## src/edge_interval_refine_store_unit_defines.svh

```systemverilog
// assertion macros shared by the edge interval store modules
`ifndef EDGE_INTERVAL_REFINE_STORE_UNIT_DEFINES_SVH
`define EDGE_INTERVAL_REFINE_STORE_UNIT_DEFINES_SVH

// same-cycle implication, sampled on clk, off during reset
`define EIRS_ASSERT(lbl, ante, cons, msg) \
  lbl: assert property (@(posedge clk) disable iff (rst) (ante) |-> (cons)) else $error(msg);

// next-cycle implication, sampled on clk, off during reset
`define EIRS_ASSERT_NEXT(lbl, ante, cons, msg) \
  lbl: assert property (@(posedge clk) disable iff (rst) (ante) |=> (cons)) else $error(msg);

`endif

```

## src/eirs_pkg.sv

```systemverilog
// shared types and constants of the edge interval store
`timescale 1ns / 1ps

package eirs_pkg;

  localparam int DEF_MAX_VERTICES = 64;
  localparam int DEF_BOUND_BITS   = 32;

  localparam int VERTEX_W   = 6;
  localparam int WEIGHT_W   = 32;
  localparam int VCOUNT_W   = 7;
  localparam int COUNT_W    = 11;
  localparam int STATUS_W   = 3;
  localparam int KIND_W     = 2;
  localparam int S_TDATA_W  = 80;
  localparam int S_TUSER_W  = 3;
  localparam int M_TDATA_W  = 96;
  localparam int M_TUSER_W  = 2;
  localparam int PADDR_W    = 3;
  localparam int PDATA_W    = 32;

  localparam logic [VCOUNT_W-1:0] VCOUNT_RESET = 7'd64;

  // register index, taken from paddr[2]
  localparam logic REG_VERTEX_COUNT = 1'b0;

  localparam logic CMD_REFINE = 1'b0;
  localparam logic CMD_READ   = 1'b1;

  typedef enum logic [KIND_W-1:0] {
    KIND_UNDEF    = 2'd0,
    KIND_EXACT    = 2'd1,
    KIND_INTERVAL = 2'd2
  } kind_t;

  typedef enum logic [STATUS_W-1:0] {
    STAT_OK          = 3'd0,
    STAT_EXACT_KEPT  = 3'd1,
    STAT_IGNORED     = 3'd2,
    STAT_UNDEF_WEIGHT = 3'd3,
    STAT_EMPTY       = 3'd4
  } status_t;

  typedef enum logic [1:0] {
    ST_CLEAR = 2'd0,
    ST_IDLE  = 2'd1,
    ST_EXEC  = 2'd2
  } state_t;

  typedef struct packed {
    logic clr_en;
    logic take;
    logic exec;
  } ctl_cmd_t;

  typedef struct packed {
    logic cfg_wr;
    logic clr_last;
    logic in_valid;
    logic out_free;
  } ctl_stat_t;

endpackage

```

## src/eirs_ctrl.sv

```systemverilog
// controller: clearing sweep, item accept and execute sequencing
`timescale 1ns / 1ps
`include "edge_interval_refine_store_unit_defines.svh"

module eirs_ctrl (
  input  logic                clk,
  input  logic                rst,
  input  eirs_pkg::ctl_stat_t stat,
  output eirs_pkg::ctl_cmd_t  cmd
);

  eirs_pkg::state_t state, state_next;

  always_ff @(posedge clk) begin
    if (rst) begin
      state <= eirs_pkg::ST_CLEAR;
    end else begin
      state <= state_next;
    end
  end

  always_comb begin
    state_next = state;
    case (state)
      eirs_pkg::ST_CLEAR: begin
        if (stat.clr_last) state_next = eirs_pkg::ST_IDLE;
      end
      eirs_pkg::ST_IDLE: begin
        if (stat.in_valid) state_next = eirs_pkg::ST_EXEC;
      end
      eirs_pkg::ST_EXEC: begin
        if (stat.out_free) state_next = eirs_pkg::ST_IDLE;
      end
      default: state_next = eirs_pkg::ST_CLEAR;
    endcase
    // a register write wipes the table again
    if (stat.cfg_wr) state_next = eirs_pkg::ST_CLEAR;
  end

  always_comb begin
    cmd = '0;
    case (state)
      eirs_pkg::ST_CLEAR: cmd.clr_en = 1'b1;
      eirs_pkg::ST_IDLE:  cmd.take   = 1'b1;
      eirs_pkg::ST_EXEC:  cmd.exec   = stat.out_free;
      default:            cmd        = '0;
    endcase
  end

  `EIRS_ASSERT(a_exec_slot_free, cmd.exec, stat.out_free, "execute with output slot busy")
  `EIRS_ASSERT(a_clear_blocks_take, state == eirs_pkg::ST_CLEAR, !cmd.take && !cmd.exec, "item taken during clear")
  `EIRS_ASSERT_NEXT(a_accept_to_exec, (state == eirs_pkg::ST_IDLE) && stat.in_valid && !stat.cfg_wr, state == eirs_pkg::ST_EXEC, "accepted item not executed")

endmodule

```

## config.mk

```make
export PLATFORM = sky130hd
export DESIGN_NAME = eirs_ctrl
export DESIGN_NICKNAME = d
export VERILOG_FILES = /design/src/eirs_pkg.sv /design/src/eirs_ctrl.sv
export VERILOG_INCLUDE_DIRS = /design/src /design/src/src
export SDC_FILE = /design/constraint.sdc
export NUM_CORES = 1
export LEC_CHECK = 0
export ABC_AREA = 0
export BUFFER_PORTS_ARGS = -buffer_cell sky130_fd_sc_hd__buf_2
export CAP_MARGIN = 20
export CELL_PAD_IN_SITES_DETAIL_PLACEMENT = 1
export CELL_PAD_IN_SITES_GLOBAL_PLACEMENT = 2
export CORE_AREA = 2 2 39 41
export CTS_CLUSTER_SIZE = 16
export DETAILED_ROUTE_END_ITERATION = 10
export DIE_AREA = 0 0 41 43
export HOLD_SLACK_MARGIN = 0.06
export PLACE_DENSITY_LB_ADDON = 0.1
export SYNTH_ARGS = -nofsm -noshare
export SYNTH_HDL_FRONTEND = slang
export SYNTH_SLANG_ARGS = --single-unit
```

## constraint.sdc

```tcl
create_clock -name clk -period 2.11 [get_ports clk]
set_clock_uncertainty 0.15 [all_clocks]
set_input_delay 0.3165 -clock clk [delete_from_list [all_inputs] [get_ports clk]]
set_output_delay 0.3165 -clock clk [all_outputs]
set_load 0.01 [all_outputs]
```

==> run summary <==
Worst setup endpoint: cmd[1]
DR vias: 134
#FFs+latches synth: 2
Critical R2R Capture: state[0]
Worst Tran Pin Value: 197.7 ps
synthesized area per cell: 8.758 µm²
VDD IR max: 0.1337 mV
layout cell share with drive strength beyond 1: 54.17%
antenna diode count: 0
drt pass-1 iters: 1
nets@finish: 32
max reg flops: 2
pwr dens: 708.3 mW/mm²
top cells by count, synth: nor2_1, dfxtp_1
yosys warns: 0
post-synth top area share: 35.16%
startpoint types: register
Min-Delay Path Class: input port to register
Via density: 3.350
R2R setup slack: 900 ps
Worst R2R Start: state[1]
number of hold buffers added after CTS: 0
vias in the first global route: 129
Synth Instances: 13
Synth Cell Area: 113.9 µm²
Setup Buffers After CTS: 0
Setup crit end kind: output pin
worst path cell trace: and2b_2, buf_2
min Tclk post-route: 1455 ps
final hold violation count: 0
Top delay family on crit path: flip-flops
Root Driver: clkbuf_4
Slew headroom: 86.80%
CP max FO: 7
total track usage: 4.910%
Detail Placement HPWL: 277.8 µm
CTS H-tree lvls: 1
IO Port Bufs: 8
fillcell total: 179
CP Class: register to output pin
Pins Over Slew Limit: 0
Initial Util: 8.228%
post-route cell area: 196.4 µm²
total wire length: 342 µm
die area: 0.001763 mm²
Area Overhead vs Synth: 72.53%
asr flop ratio synth: 0%
Post-synth EDFFs: 0
Die Ht: 43 µm
drt drc: 0
Area after DPL: 173.9 µm²
slowest CP cell: dfxtp_1
worst path buffer plus inverter count: 1
setup violators final: 0
number of nets with antenna violations after routing: 0
Sequential Area: 40.04 µm²
library cells used by synthesis: 10
Syn Nets: 19
Register-to-Register Path Depth: 2
Static Leak: 0.09615 nW
CP Depth: 2
WL per Instance: 8.550 µm
Most used DFF post-synth: dfxtp_1
Crit. Startpoint: state[1]
Setup WS pre-CTS: 864.1 ps
# Max-Cap Violations: 0
first-pass GRT wire length: 496 µm
Multi-input gate area: 73.82 µm²
part of the Yosys area used for sequential elements: 35.16%
largest net degree at the start of global routing: 8
Top Registers: state: 2 flops
I/O pin count: 9
cell with the most instances after synthesis: nor2_1
clk_lat worst skew: 220 ps
initial antenna violation count: 0
Synth area leader: dfxtp_1
row count: 14
RSZ-0062 raised after global routing: no
Achievable Freq: 687.5 MHz
CP required: 1640 ps
most flop-heavy register: state
Die W: 41 µm
gp weighted congestion: 0.5697
Worst-path clk slew: 30 ps
DR iter-0 viols: 0
Critical Path Max Stage Delay: 400 ps
period utilisation layout: 68.94%
TNS Setup: 0 ps
Area contributors post-synth: dfxtp_1, mux2_2, nor2_1
cts bufs inserted: 3
Resize count post-CTS: 0
CTS Sinks: 2
Final WS setup: 655.5 ps
clk buf depth: 2
grt ovf: 0
CP arrival: 990 ps
status: completed
core area: 0.001384 mm²
CTS tree: done
[placed cells by master (no fill, tap or decap), types with 2 or more instances in the layout]
cell,netlist,final
clkbuf_4,0,3
dfxtp_1,2,2
buf_2,0,8
nor2_1,3,3
[layout make-up]
cell class	instances	area share [%]
well taps	16	10.19
flip-flops and latches	2	20.38
clock buffers	3	11.46
multi-input cells	11	37.58
repair buffers	8	20.38
[how the worst min path moves through the flow]
stage,start,to,slack (ps),cells after the start
3_5_place_dp,state[0],state[1],420,2
2_1_floorplan,stat[1],state[1],330,2
4_1_cts,rst,state[0],190,3
3_3_place_gp,state[0],state[1],440,2
6_report,rst,state[0],200,3
5_1_grt,rst,state[0],200,3
[worst register-to-register path: stages, from the launching register on]
cell and delay [ps]:
dfxtp_1 400, mux2_2 360, o211a_1 190
[metrics by stage]
stage / cells / hold slack [ps] / total power [W] / utilization [%]
2_1_floorplan: 13 / 329.3 / 0.00004757 / -
3_3_place_gp: 37 / 436.1 / 0.00005625 / 12.57
6_report: 40 / 199.5 / 0.0001391 / 14.20
3_5_place_dp: 37 / 415.9 / 0.00005601 / 12.57
4_1_cts: 40 / 193.7 / 0.0001459 / 14.20
5_1_grt: 40 / 203.8 / 0.0001522 / 14.20
[per-layer routing]
metal | wire length (µm) | up-vias | track usage [%] | part of all wire [%]
met5 | 0 | - | 0 | 0
met4 | 0 | 0 | 6.000 | 0
li1 | - | 69 | - | -
met3 | 34 | 0 | 3.141 | 9.9
met2 | 193 | 4 | 6.875 | 56
met1 | 114 | 61 | 3.834 | 33
[where the power goes]
part           internal (W)  total [W]  switching, W  leakage, nW
sequential        0.0000394  0.0000413    0.00000188       0.0163
combinational    0.00000823  0.0000138    0.00000555       0.0660
clock             0.0000627  0.0000841     0.0000214       0.0138
total              0.000110   0.000139     0.0000288       0.0961
[logic make-up (layout without fill, tap and decap cells)]
group / after synthesis / in the layout / share of synthesized area (%)
compound gates: 3 / 3 / 19.78
mux: 1 / 1 / 9.889
buf+inv: 0 / 11 / 0
flops: 2 / 2 / 35.17
simple gates: 7 / 7 / 35.17
(Power assumes the default switching activity.)
